==> src/hw/rtl/bra_pkg.sv <==
// Package for the bitmap run allocator.
// Holds the field widths, command and status codes, controller states and
// the command/status structs between the controller and the datapath.
package bra_pkg;

  localparam int DEF_MAP_UNITS = 1024;

  localparam int CMD_W     = 2;
  localparam int IDX_W     = 10;
  localparam int LEN_W     = 11;
  localparam int SIZE_W    = 11;
  localparam int STATUS_W  = 2;
  localparam int UNIT_W    = 12;
  localparam int WORD_BITS = 8;

  localparam logic [SIZE_W-1:0] MAP_SIZE_RESET = 11'd1024;

  typedef enum logic [CMD_W-1:0] {
    CMD_ALLOC = 2'd0,
    CMD_FREE  = 2'd1,
    CMD_TEST  = 2'd2,
    CMD_MARK  = 2'd3
  } cmd_t;

  localparam logic [STATUS_W-1:0] ST_OK       = 2'd0;
  localparam logic [STATUS_W-1:0] ST_NO_SPACE = 2'd1;
  localparam logic [STATUS_W-1:0] ST_RANGE    = 2'd2;

  typedef enum logic [2:0] {
    S_CLEAR,
    S_IDLE,
    S_DECODE,
    S_SCAN,
    S_RMW_RD,
    S_RMW_WR,
    S_TEST,
    S_FINISH
  } state_t;

  // Commands from the controller to the datapath.
  typedef struct packed {
    logic clr_step;
    logic capture;
    logic decode;
    logic scan;
    logic rmw_start;
    logic rmw_step;
    logic test;
    logic load;
  } ctrl_cmd_t;

  // Status from the datapath back to the controller.
  typedef struct packed {
    logic clr_last;
    cmd_t req_cmd;
    logic req_reject;
    logic req_empty;
    logic scan_hit;
    logic scan_last;
    logic rmw_last;
  } ctrl_stat_t;

endpackage

==> src/hw/rtl/bra_ifc.sv <==
// Valid/ready channel interfaces for the bitmap run allocator.
// Depends on bra_pkg for field widths and the command type.
interface bra_req_if;
  logic                       valid;
  logic                       ready;
  bra_pkg::cmd_t              cmd;
  logic [bra_pkg::IDX_W-1:0]  unit_index;
  logic [bra_pkg::LEN_W-1:0]  run_length;
  logic                       mark_value;

  modport source (output valid, cmd, unit_index, run_length, mark_value, input ready);
  modport sink   (input valid, cmd, unit_index, run_length, mark_value, output ready);
endinterface

interface bra_rsp_if;
  logic                          valid;
  logic                          ready;
  logic [bra_pkg::STATUS_W-1:0]  status;
  logic [bra_pkg::IDX_W-1:0]     run_start;
  logic                          unit_free;

  modport source (output valid, status, run_start, unit_free, input ready);
  modport sink   (input valid, status, run_start, unit_free, output ready);
endinterface

==> src/hw/rtl/bra_ctrl.sv <==
// Controller state machine of the bitmap run allocator.
// Depends on bra_pkg; drives datapath commands and the channel handshakes.
module bra_ctrl (
  input  logic                clk,
  input  logic                rst_n,
  input  logic                in_valid,
  output logic                in_ready,
  output logic                out_valid,
  input  logic                out_ready,
  output bra_pkg::ctrl_cmd_t  cmd,
  input  bra_pkg::ctrl_stat_t stat
);
  import bra_pkg::*;

  state_t state_r, state_nxt;
  logic   out_valid_r, out_valid_nxt;

  always_ff @(posedge clk) begin
    if (!rst_n) begin
      state_r     <= S_CLEAR;
      out_valid_r <= 1'b0;
    end else begin
      state_r     <= state_nxt;
      out_valid_r <= out_valid_nxt;
    end
  end

  always_comb begin
    state_nxt     = state_r;
    cmd           = '0;
    in_ready      = 1'b0;
    out_valid_nxt = out_valid_r & ~out_ready;

    unique case (state_r)
      S_CLEAR: begin
        cmd.clr_step = 1'b1;
        if (stat.clr_last) state_nxt = S_IDLE;
      end
      S_IDLE: begin
        in_ready = 1'b1;
        if (in_valid) begin
          cmd.capture = 1'b1;
          state_nxt   = S_DECODE;
        end
      end
      S_DECODE: begin
        cmd.decode = 1'b1;
        if (stat.req_reject) begin
          state_nxt = S_FINISH;
        end else begin
          unique case (stat.req_cmd) inside
            CMD_ALLOC:          state_nxt = S_SCAN;
            CMD_FREE:           state_nxt = stat.req_empty ? S_FINISH : S_RMW_RD;
            CMD_TEST, CMD_MARK: state_nxt = S_RMW_RD;
            default:            state_nxt = S_FINISH;
          endcase
        end
      end
      S_SCAN: begin
        cmd.scan = 1'b1;
        if (stat.scan_hit) state_nxt = S_RMW_RD;
        else if (stat.scan_last) state_nxt = S_FINISH;
      end
      S_RMW_RD: begin
        cmd.rmw_start = 1'b1;
        state_nxt     = (stat.req_cmd == CMD_TEST) ? S_TEST : S_RMW_WR;
      end
      S_RMW_WR: begin
        cmd.rmw_step = 1'b1;
        if (stat.rmw_last) state_nxt = S_FINISH;
      end
      S_TEST: begin
        cmd.test  = 1'b1;
        state_nxt = S_FINISH;
      end
      S_FINISH: begin
        // The result register is reloaded only once the previous result has gone.
        if (!out_valid_r || out_ready) begin
          cmd.load      = 1'b1;
          out_valid_nxt = 1'b1;
          state_nxt     = S_IDLE;
        end
      end
      default: state_nxt = S_IDLE;
    endcase
  end

  assign out_valid = out_valid_r;

endmodule

==> src/hw/rtl/bra_datapath.sv <==
// Datapath of the bitmap run allocator: occupancy memory, request and
// result registers, run scanner and read-modify-write marker. Uses bra_pkg.
module bra_datapath #(
  parameter int MAP_UNITS = bra_pkg::DEF_MAP_UNITS
) (
  input  logic                             clk,
  input  logic                             rst_n,
  input  logic                             cfg_wr_en,
  input  logic [bra_pkg::SIZE_W-1:0]       cfg_wr_data,
  input  bra_pkg::cmd_t                    in_cmd,
  input  logic [bra_pkg::IDX_W-1:0]        in_unit_index,
  input  logic [bra_pkg::LEN_W-1:0]        in_run_length,
  input  logic                             in_mark_value,
  input  bra_pkg::ctrl_cmd_t               cmd,
  output bra_pkg::ctrl_stat_t              stat,
  output logic [bra_pkg::STATUS_W-1:0]     out_status,
  output logic [bra_pkg::IDX_W-1:0]        out_run_start,
  output logic                             out_unit_free
);
  import bra_pkg::*;

  localparam int STORE_WORDS = (MAP_UNITS + WORD_BITS - 1) / WORD_BITS;
  localparam int AW          = (STORE_WORDS > 1) ? $clog2(STORE_WORDS) : 1;

  // Occupancy memory, one bit per unit, set means used.
  logic [WORD_BITS-1:0] mem [STORE_WORDS];
  logic [WORD_BITS-1:0] rdata_r;
  logic                 rd_en;
  logic [AW-1:0]        rd_addr;
  logic                 wr_en;
  logic [AW-1:0]        wr_addr;
  logic [WORD_BITS-1:0] wr_data;

  logic [SIZE_W-1:0]    map_size_r;
  logic [SIZE_W-1:0]    eff_size;
  logic [SIZE_W-1:0]    size_r;
  cmd_t                 req_cmd_r;
  logic [IDX_W-1:0]     req_idx_r;
  logic [LEN_W-1:0]     req_len_r;
  logic                 req_mval_r;

  logic [UNIT_W-1:0]    scan_base_r;
  logic [LEN_W-1:0]     matched_r;
  logic [UNIT_W-1:0]    mk_first_r;
  logic [UNIT_W-1:0]    mk_end_r;
  logic                 mk_val_r;
  logic [UNIT_W-1:0]    rw_base_r;
  logic [AW-1:0]        clr_addr_r;

  logic [STATUS_W-1:0]  res_status_r;
  logic [IDX_W-1:0]     res_start_r;
  logic                 res_free_r;
  logic [STATUS_W-1:0]  out_status_r;
  logic [IDX_W-1:0]     out_start_r;
  logic                 out_free_r;

  logic [UNIT_W-1:0]    scan_u;
  logic [LEN_W-1:0]     scan_m;
  logic                 scan_hit;
  logic [UNIT_W-1:0]    hit_start;
  logic                 scan_last;
  logic [UNIT_W-1:0]    free_end;
  logic                 free_oob;
  logic                 unit_oob;
  logic                 req_reject;
  logic [UNIT_W-1:0]    rw_u;
  logic [WORD_BITS-1:0] rw_mask;
  logic [WORD_BITS-1:0] rw_word;

  function automatic logic [AW-1:0] word_of(input logic [UNIT_W-1:0] u);
    return AW'(u[UNIT_W-1:3]);
  endfunction

  assign eff_size = (32'(map_size_r) < MAP_UNITS) ? map_size_r : SIZE_W'(MAP_UNITS);

  // Request checks on the captured request.
  assign free_end = {2'b00, req_idx_r} + {1'b0, req_len_r};
  assign free_oob = free_end > {1'b0, size_r};
  assign unit_oob = {1'b0, req_idx_r} >= size_r;

  always_comb begin
    case (req_cmd_r)
      CMD_ALLOC: req_reject = (req_len_r == '0);
      CMD_FREE:  req_reject = free_oob;
      default:   req_reject = unit_oob;
    endcase
  end

  // First-fit scan over the eight units of the word in rdata_r.
  always_comb begin
    scan_m    = matched_r;
    scan_hit  = 1'b0;
    hit_start = '0;
    scan_u    = scan_base_r;
    for (int b = 0; b < WORD_BITS; b++) begin
      scan_u = scan_base_r + UNIT_W'(b);
      if (!scan_hit && (scan_u < {1'b0, size_r})) begin
        if (!rdata_r[b]) begin
          scan_m = scan_m + 1'b1;
          if (scan_m == req_len_r) begin
            scan_hit  = 1'b1;
            hit_start = scan_u + 1'b1 - {1'b0, req_len_r};
          end
        end else begin
          scan_m = '0;
        end
      end
    end
  end

  assign scan_last = (scan_base_r + UNIT_W'(WORD_BITS)) >= {1'b0, size_r};

  // Bits of the current word that fall inside the run being marked.
  always_comb begin
    rw_mask = '0;
    rw_u    = rw_base_r;
    for (int b = 0; b < WORD_BITS; b++) begin
      rw_u       = rw_base_r + UNIT_W'(b);
      rw_mask[b] = (rw_u >= mk_first_r) && (rw_u < mk_end_r);
    end
  end

  assign rw_word = mk_val_r ? (rdata_r | rw_mask) : (rdata_r & ~rw_mask);

  always_comb begin
    rd_en   = 1'b0;
    rd_addr = '0;
    if (cmd.decode) begin
      rd_en   = 1'b1;
      rd_addr = '0;
    end else if (cmd.scan) begin
      rd_en   = 1'b1;
      rd_addr = word_of(scan_base_r + UNIT_W'(WORD_BITS));
    end else if (cmd.rmw_start) begin
      rd_en   = 1'b1;
      rd_addr = word_of(mk_first_r);
    end else if (cmd.rmw_step) begin
      rd_en   = 1'b1;
      rd_addr = word_of(rw_base_r + UNIT_W'(WORD_BITS));
    end
  end

  always_comb begin
    wr_en   = 1'b0;
    wr_addr = clr_addr_r;
    wr_data = '0;
    if (cmd.clr_step) begin
      wr_en = 1'b1;
    end else if (cmd.rmw_step) begin
      wr_en   = 1'b1;
      wr_addr = word_of(rw_base_r);
      wr_data = rw_word;
    end
  end

  always_ff @(posedge clk) begin
    if (wr_en) mem[wr_addr] <= wr_data;
  end

  always_ff @(posedge clk) begin
    if (rd_en) rdata_r <= mem[rd_addr];
  end

  always_ff @(posedge clk) begin
    if (!rst_n) begin
      map_size_r <= MAP_SIZE_RESET;
      clr_addr_r <= '0;
    end else begin
      if (cfg_wr_en) map_size_r <= cfg_wr_data;
      if (cmd.clr_step) clr_addr_r <= clr_addr_r + 1'b1;
    end
  end

  always_ff @(posedge clk) begin
    if (cmd.capture) begin
      size_r     <= eff_size;
      req_cmd_r  <= in_cmd;
      req_idx_r  <= in_unit_index;
      req_len_r  <= in_run_length;
      req_mval_r <= in_mark_value;
    end

    if (cmd.decode) begin
      if (req_reject) begin
        res_status_r <= (req_cmd_r == CMD_ALLOC) ? ST_NO_SPACE : ST_RANGE;
      end else begin
        res_status_r <= ST_OK;
      end
      res_start_r <= '0;
      res_free_r  <= 1'b0;
      scan_base_r <= '0;
      matched_r   <= '0;
      mk_first_r  <= {2'b00, req_idx_r};
      mk_end_r    <= (req_cmd_r == CMD_FREE) ? free_end : ({2'b00, req_idx_r} + 1'b1);
      mk_val_r    <= (req_cmd_r == CMD_MARK) ? req_mval_r : 1'b0;
    end

    if (cmd.scan) begin
      if (scan_hit) begin
        res_start_r <= hit_start[IDX_W-1:0];
        mk_first_r  <= hit_start;
        mk_end_r    <= hit_start + {1'b0, req_len_r};
        mk_val_r    <= 1'b1;
      end else if (scan_last) begin
        res_status_r <= ST_NO_SPACE;
      end else begin
        scan_base_r <= scan_base_r + UNIT_W'(WORD_BITS);
        matched_r   <= scan_m;
      end
    end

    if (cmd.rmw_start) rw_base_r <= {mk_first_r[UNIT_W-1:3], 3'b000};
    if (cmd.rmw_step)  rw_base_r <= rw_base_r + UNIT_W'(WORD_BITS);
    if (cmd.test)      res_free_r <= ~rdata_r[mk_first_r[2:0]];

    if (cmd.load) begin
      out_status_r <= res_status_r;
      out_start_r  <= res_start_r;
      out_free_r   <= res_free_r;
    end
  end

  assign stat.clr_last   = (clr_addr_r == AW'(STORE_WORDS - 1));
  assign stat.req_cmd    = req_cmd_r;
  assign stat.req_reject = req_reject;
  assign stat.req_empty  = (req_len_r == '0);
  assign stat.scan_hit   = scan_hit;
  assign stat.scan_last  = scan_last;
  assign stat.rmw_last   = (rw_base_r + UNIT_W'(WORD_BITS)) >= mk_end_r;

  assign out_status    = out_status_r;
  assign out_run_start = out_start_r;
  assign out_unit_free = out_free_r;

endmodule

==> src/hw/rtl/bitmap_run_allocator.sv <==
// Bitmap run allocator, top level.
// Requests arrive on in_ch (valid/ready) with cmd, unit_index, run_length and
// mark_value; one result per request leaves on out_ch with status, run_start
// and unit_free. cfg_wr_en/cfg_wr_data write map_size, the number of units
// managed, and must only be used while the block is idle.
// One request is handled at a time. An accepted request is decoded; a
// rejected one goes straight to the result. A test reads the word holding the
// unit; mark and in-range free read and rewrite each memory word the run
// touches; alloc scans words (one word per cycle) until the run fits or the
// map ends, then marks the words of the run. The occupancy memory has one
// word read and one word written per cycle.
// After reset a clearing pass writes every memory word to zero, during which
// in_ch.ready stays low; map_size resets to 1024. A result waits in the output
// register until taken, and the next transaction may be accepted meanwhile;
// it completes once the register frees.
module bitmap_run_allocator #(
  parameter int MAP_UNITS = bra_pkg::DEF_MAP_UNITS
) (
  input  logic                        clk,
  input  logic                        rst_n,
  bra_req_if.sink                     in_ch,
  bra_rsp_if.source                   out_ch,
  input  logic                        cfg_wr_en,
  input  logic [bra_pkg::SIZE_W-1:0]  cfg_wr_data
);
  import bra_pkg::*;

  ctrl_cmd_t  ctl_cmd;
  ctrl_stat_t ctl_stat;

  bra_ctrl u_ctrl (
    .clk       (clk),
    .rst_n     (rst_n),
    .in_valid  (in_ch.valid),
    .in_ready  (in_ch.ready),
    .out_valid (out_ch.valid),
    .out_ready (out_ch.ready),
    .cmd       (ctl_cmd),
    .stat      (ctl_stat)
  );

  bra_datapath #(
    .MAP_UNITS (MAP_UNITS)
  ) u_datapath (
    .clk           (clk),
    .rst_n         (rst_n),
    .cfg_wr_en     (cfg_wr_en),
    .cfg_wr_data   (cfg_wr_data),
    .in_cmd        (in_ch.cmd),
    .in_unit_index (in_ch.unit_index),
    .in_run_length (in_ch.run_length),
    .in_mark_value (in_ch.mark_value),
    .cmd           (ctl_cmd),
    .stat          (ctl_stat),
    .out_status    (out_ch.status),
    .out_run_start (out_ch.run_start),
    .out_unit_free (out_ch.unit_free)
  );

endmodule

==> src/flat_wrapper.sv <==
// flat-port wrapper written by rule: the top's interface ports become plain ports
module bitmap_run_allocator_flat import bra_pkg::*;
#(
  parameter int MAP_UNITS = bra_pkg::DEF_MAP_UNITS
)
  (clk, rst_n, cfg_wr_en, cfg_wr_data, in_ch_valid, in_ch_cmd, in_ch_unit_index, in_ch_run_length, in_ch_mark_value, in_ch_ready, out_ch_valid, out_ch_status, out_ch_run_start, out_ch_unit_free, out_ch_ready);
  bra_req_if in_ch_i ();
  bra_rsp_if out_ch_i ();
  input  logic clk;
  input  logic rst_n;
  input  logic cfg_wr_en;
  input  logic [bra_pkg::SIZE_W-1:0] cfg_wr_data;
  input wire logic [$bits(in_ch_i.valid)-1:0] in_ch_valid;
  input wire logic [$bits(in_ch_i.cmd)-1:0] in_ch_cmd;
  input wire logic [$bits(in_ch_i.unit_index)-1:0] in_ch_unit_index;
  input wire logic [$bits(in_ch_i.run_length)-1:0] in_ch_run_length;
  input wire logic [$bits(in_ch_i.mark_value)-1:0] in_ch_mark_value;
  output wire logic [$bits(in_ch_i.ready)-1:0] in_ch_ready;
  output wire logic [$bits(out_ch_i.valid)-1:0] out_ch_valid;
  output wire logic [$bits(out_ch_i.status)-1:0] out_ch_status;
  output wire logic [$bits(out_ch_i.run_start)-1:0] out_ch_run_start;
  output wire logic [$bits(out_ch_i.unit_free)-1:0] out_ch_unit_free;
  input wire logic [$bits(out_ch_i.ready)-1:0] out_ch_ready;
  assign in_ch_i.valid = in_ch_valid;
  assign in_ch_i.cmd = in_ch_cmd;
  assign in_ch_i.unit_index = in_ch_unit_index;
  assign in_ch_i.run_length = in_ch_run_length;
  assign in_ch_i.mark_value = in_ch_mark_value;
  assign in_ch_ready = in_ch_i.ready;
  assign out_ch_valid = out_ch_i.valid;
  assign out_ch_status = out_ch_i.status;
  assign out_ch_run_start = out_ch_i.run_start;
  assign out_ch_unit_free = out_ch_i.unit_free;
  assign out_ch_i.ready = out_ch_ready;
  bitmap_run_allocator #(.MAP_UNITS(MAP_UNITS)) u_core (.clk(clk), .rst_n(rst_n), .in_ch(in_ch_i), .out_ch(out_ch_i), .cfg_wr_en(cfg_wr_en), .cfg_wr_data(cfg_wr_data));
endmodule
==> config.mk <==
export PLATFORM = sky130hd
export DESIGN_NAME = bitmap_run_allocator_flat
export DESIGN_NICKNAME = d
export VERILOG_FILES = /design/src/hw/rtl/bra_pkg.sv /design/src/hw/rtl/bra_ifc.sv /design/src/hw/rtl/bra_ctrl.sv /design/src/hw/rtl/bra_datapath.sv /design/src/hw/rtl/bitmap_run_allocator.sv /design/src/flat_wrapper.sv
export SDC_FILE = /design/constraint.sdc
export NUM_CORES = 2
export LEC_CHECK = 0
export BUFFER_PORTS_ARGS = -buffer_cell sky130_fd_sc_hd__buf_2
export CAP_MARGIN = 10
export CORE_UTILIZATION = 47
export CTS_BUF_LIST = sky130_fd_sc_hd__clkbuf_4
export CTS_CLUSTER_SIZE = 14
export DETAILED_ROUTE_END_ITERATION = 8
export PLACE_DENSITY_LB_ADDON = 0.05
export SLEW_MARGIN = 20
export SYNTH_ARGS = -nofsm -noshare
export SYNTH_HDL_FRONTEND = slang
export SYNTH_SLANG_ARGS = --single-unit
==> constraint.sdc <==
create_clock -name clk -period 16.15 [get_ports clk]
set_clock_uncertainty 0.2 [all_clocks]
set_input_delay 3.23 -clock clk [delete_from_list [all_inputs] [get_ports clk]]
set_output_delay 3.23 -clock clk [all_outputs]
set_load 0.01 [all_outputs]
==> flow_metrics.env <==
export IMPL_start_util_pct=47.5
export IMPL_rsz0062_at_grt="false"
export IMPL_antenna_left=0
export IMPL_worstPathArrival_ns=16.04
export IMPL_timing_fmax_mhz=65.9
export IMPL_period_needed_ns=15.17
export IMPL_r2r_cells=62
export IMPL_syn_avg_cell_area_sq_um=11.1
export IMPL_die_w_um=372
export IMPL_hpwl_um=134000
export IMPL_power_density_nw_per_um2=83.9
export IMPL_ff2ff_setup_slack_ns=0.98
export IMPL_worst_pin_slew_ns=1.11
export IMPL_cts_buffers_inserted=330
export IMPL_drtIter0Drc=4082
export IMPL_first_pass_iters=8
export IMPL_num_rows=135
export IMPL_wl_per_cell_um=25.5
export IMPL_die_area_sq_um=138000
export IMPL_total_power_uw=5950
export IMPL_synth_edf_count=1093
export IMPL_routed_wl_um=203000
export IMPL_final_fill_count=12230
export IMPL_hold_viol=0
export IMPL_holdBufCountCts=0
export IMPL_cts_tree="built"
export IMPL_syn_area_sq_um=64400
export IMPL_ios=55
export IMPL_setup_violations=0
export IMPL_h_tree_depth=5
export IMPL_post_route_period_util_pct=93.9
export IMPL_grt_max_degree=175
export IMPL_insertion_delay_ns=1.26
export IMPL_cpMaxStageDelayCell="a21oi_1"
export IMPL_drive_gt1_share_pct=13.6
export IMPL_cts_sinks=1172
export IMPL_critPathLaunch="u_core.u_datapath.scan_base_r[0]"
export IMPL_report_final_slew_viol_count=0
export IMPL_worstHoldPathType="register to register"
export IMPL_rr_startpoint="u_core.u_datapath.scan_base_r[0]"
export IMPL_grt_overflow=0
export IMPL_vias=47859
export IMPL_synth_cell_types=122
export IMPL_clk_pin_slew_worst_paths_ns=0.06
export IMPL_pre_cts_ws_ns=0.816
export IMPL_synthTopCellsByArea="edfxtp_1, ha_1, a211oi_1, nand2_1, xnor2_1"
export IMPL_maxSlewHeadroom_pct=25.6
export IMPL_nets=6358
export IMPL_end_kind="register"
export IMPL_synth_seq_area_share_pct=53.4
export IMPL_clockBufferDepth=4
export IMPL_endpoint="u_core.u_datapath.mk_end_r[11]"
export IMPL_grtUsageTotal_pct=29.1
export IMPL_io_buffers=54
export IMPL_timing_final_ws_setup_ns=0.984
export IMPL_tns_ns=0
export IMPL_synthArstFlopShare_pct=0
export IMPL_synth_common_cells="edfxtp_1, nand2_1, a211oi_1, nor2_1, ha_1"
export IMPL_cp_common_cell="a21oi_1"
export IMPL_max_stage_delay_ns=0.66
export IMPL_ys_ff_latch=1172
export IMPL_multi_input_area_sq_um=28200
export IMPL_status="finished, final reports clean"
export IMPL_synth_top_cell_by_area="edfxtp_1"
export IMPL_grt_pass1_wl_um=299000
export IMPL_areaGrowthSynthToFinish_pct=10.2
export IMPL_synth_cells=5796
export IMPL_start_kind="register"
export IMPL_vias_per_cell=6.00
export IMPL_ir_drop_mv=0.0588
export IMPL_synth_top_area_share_pct=51.0
export IMPL_cp_max_fo=16
export IMPL_clock_root_buffer="clkbuf_4"
export IMPL_fp_coreArea_sq_um=136000
export IMPL_path_class="register to register"
export IMPL_drv_cap=0
export IMPL_worstPathRequired_ns=17.02
export IMPL_grt_antenna_before_repair=4
export IMPL_syn_num_nets=6171
export IMPL_drc=0
export IMPL_p_leak_uw=0.0257
export IMPL_fin_hold_ws_ns=0.229
export IMPL_gp_congestion=0.940
export IMPL_register_area_sq_um=34400
export IMPL_die_y_um=372
export IMPL_ys_flop_type="edfxtp_1"
export IMPL_synth_most_common_cell="edfxtp_1"
export IMPL_grt_pass1_vias=46719
export IMPL_yosysWarningCount=0
export IMPL_r2r_end="u_core.u_datapath.mk_end_r[11]"
## critical path, delay by kind of cell (launching register included)
kind	cells	cell delay, ns
AO/OA/AOI/OAI	24	5.65
buffers and inverters	6	0.96
multiplexers	2	0.36
AND/OR/NAND/NOR	21	4.98
flip-flops	1	0.51
adder cells (fa/ha/maj)	6	1.79
XOR/XNOR	3	0.60
## layout make-up
type                            count  share of cell area (%)
Sequential cell                  1172                    48.5
Multi-Input combinational cell   4099                    39.7
Clock buffer                      479                    5.07
Tap cell                         1781                    3.14
Timing Repair Buffer              224                    2.32
Inverter                          156                   0.825
Clock inverter                     51                   0.413
Antenna cell                       10                  0.0353
## sequential cells by signal, indices dropped and copies added, names as in the netlist
signal                           cells
u_core.u_ctrl.out_valid              1
u_core.u_ctrl.state_r                3
u_core.u_datapath.clr_addr_r         7
u_core.u_datapath.map_size_r        11
u_core.u_datapath.matched_r         11
u_core.u_datapath.mem             1024
u_core.u_datapath.mk_end_r          12
u_core.u_datapath.mk_first_r        12
u_core.u_datapath.mk_val_r           1
u_core.u_datapath.out_run_start     10
u_core.u_datapath.out_status         2
u_core.u_datapath.out_unit_free      1
u_core.u_datapath.rdata_r            8
u_core.u_datapath.req_cmd_r          2
u_core.u_datapath.req_idx_r         10
u_core.u_datapath.req_len_r         11
u_core.u_datapath.req_mval_r         1
u_core.u_datapath.res_free_r         1
u_core.u_datapath.res_start_r       10
u_core.u_datapath.res_status_r       2
u_core.u_datapath.rw_base_r          9
u_core.u_datapath.scan_base_r       12
u_core.u_datapath.size_r            11
## worst min path at each step
stage,startpoint,end,slack (ns),cells past startpoint
2_1_floorplan,u_core.u_datapath.res_free_r,u_core.u_datapath.out_unit_free,0.20,0
3_3_place_gp,u_core.u_datapath.res_start_r[4],u_core.u_datapath.out_run_start[4],0.21,0
3_5_place_dp,u_core.u_datapath.res_start_r[6],u_core.u_datapath.out_run_start[6],0.21,0
4_1_cts,u_core.u_datapath.res_start_r[4],u_core.u_datapath.out_run_start[4],0.23,0
5_1_grt,u_core.u_datapath.res_start_r[6],u_core.u_datapath.out_run_start[6],0.25,0
6_report,u_core.u_datapath.res_start_r[4],u_core.u_datapath.out_run_start[4],0.23,0
## layout by cell type, fill, tap and decap left out, types with 122 or more instances in the layout
cell type  count
xnor2_1      227
clkbuf_4     479
a211oi_1     404
ha_1         315
a21oi_1      261
inv_1        145
nor2_1       309
edfxtp_1    1093
o21ai_0      122
buf_4        162
a31oi_1      153
nand2_1      723
and2_1       275
a311oi_1     136
## what timing repair did
item                                   CTS  global route
resized for setup                        0             8
setup buffers                            0             0
setup endpoints to repair                0             1
endpoints found under the hold margin    0             0
## report_power, final
part,total [uW],leakage [uW],switching [uW],internal [uW]
combinational,55.0,0.0126,36.9,18.0
clock,2620,0.00234,1230,1390
sequential,3280,0.0107,3.53,3280
## kinds of logic after synthesis
| logic type | Yosys count | share of synthesized area (%) |
|---|---|---|
| compound gates | 1489 | 16.5 |
| xor+xnor | 314 | 4.43 |
| fa+ha+maj | 335 | 6.72 |
| buf+inv | 525 | 3.20 |
| flops | 1172 | 53.4 |
| mux | 99 | 1.60 |
| simple gates | 1862 | 14.1 |
## through the flow
step	cell area [sq um]	std cells	utilization [%]
final	71000	7972	52.3
after global routing	70900	7971	52.3
after CTS	70900	7962	52.3
after detailed placement	67000	7432	49.4
after global placement	67000	7432	49.4
after floorplan	64400	5796	-
## per-layer routing
| metal | global-route usage [%] | share of wire [%] | up-vias |
|---|---|---|---|
| li1 | - | - | 22442 |
| met3 | 4.60 | 5.9 | 412 |
| met5 | 0 | 0 | - |
| met4 | 14.2 | 4.7 | 0 |
| met1 | 37.6 | 42 | 23308 |
| met2 | 47.4 | 48 | 1697 |
Power figures use the tool's default switching activity.
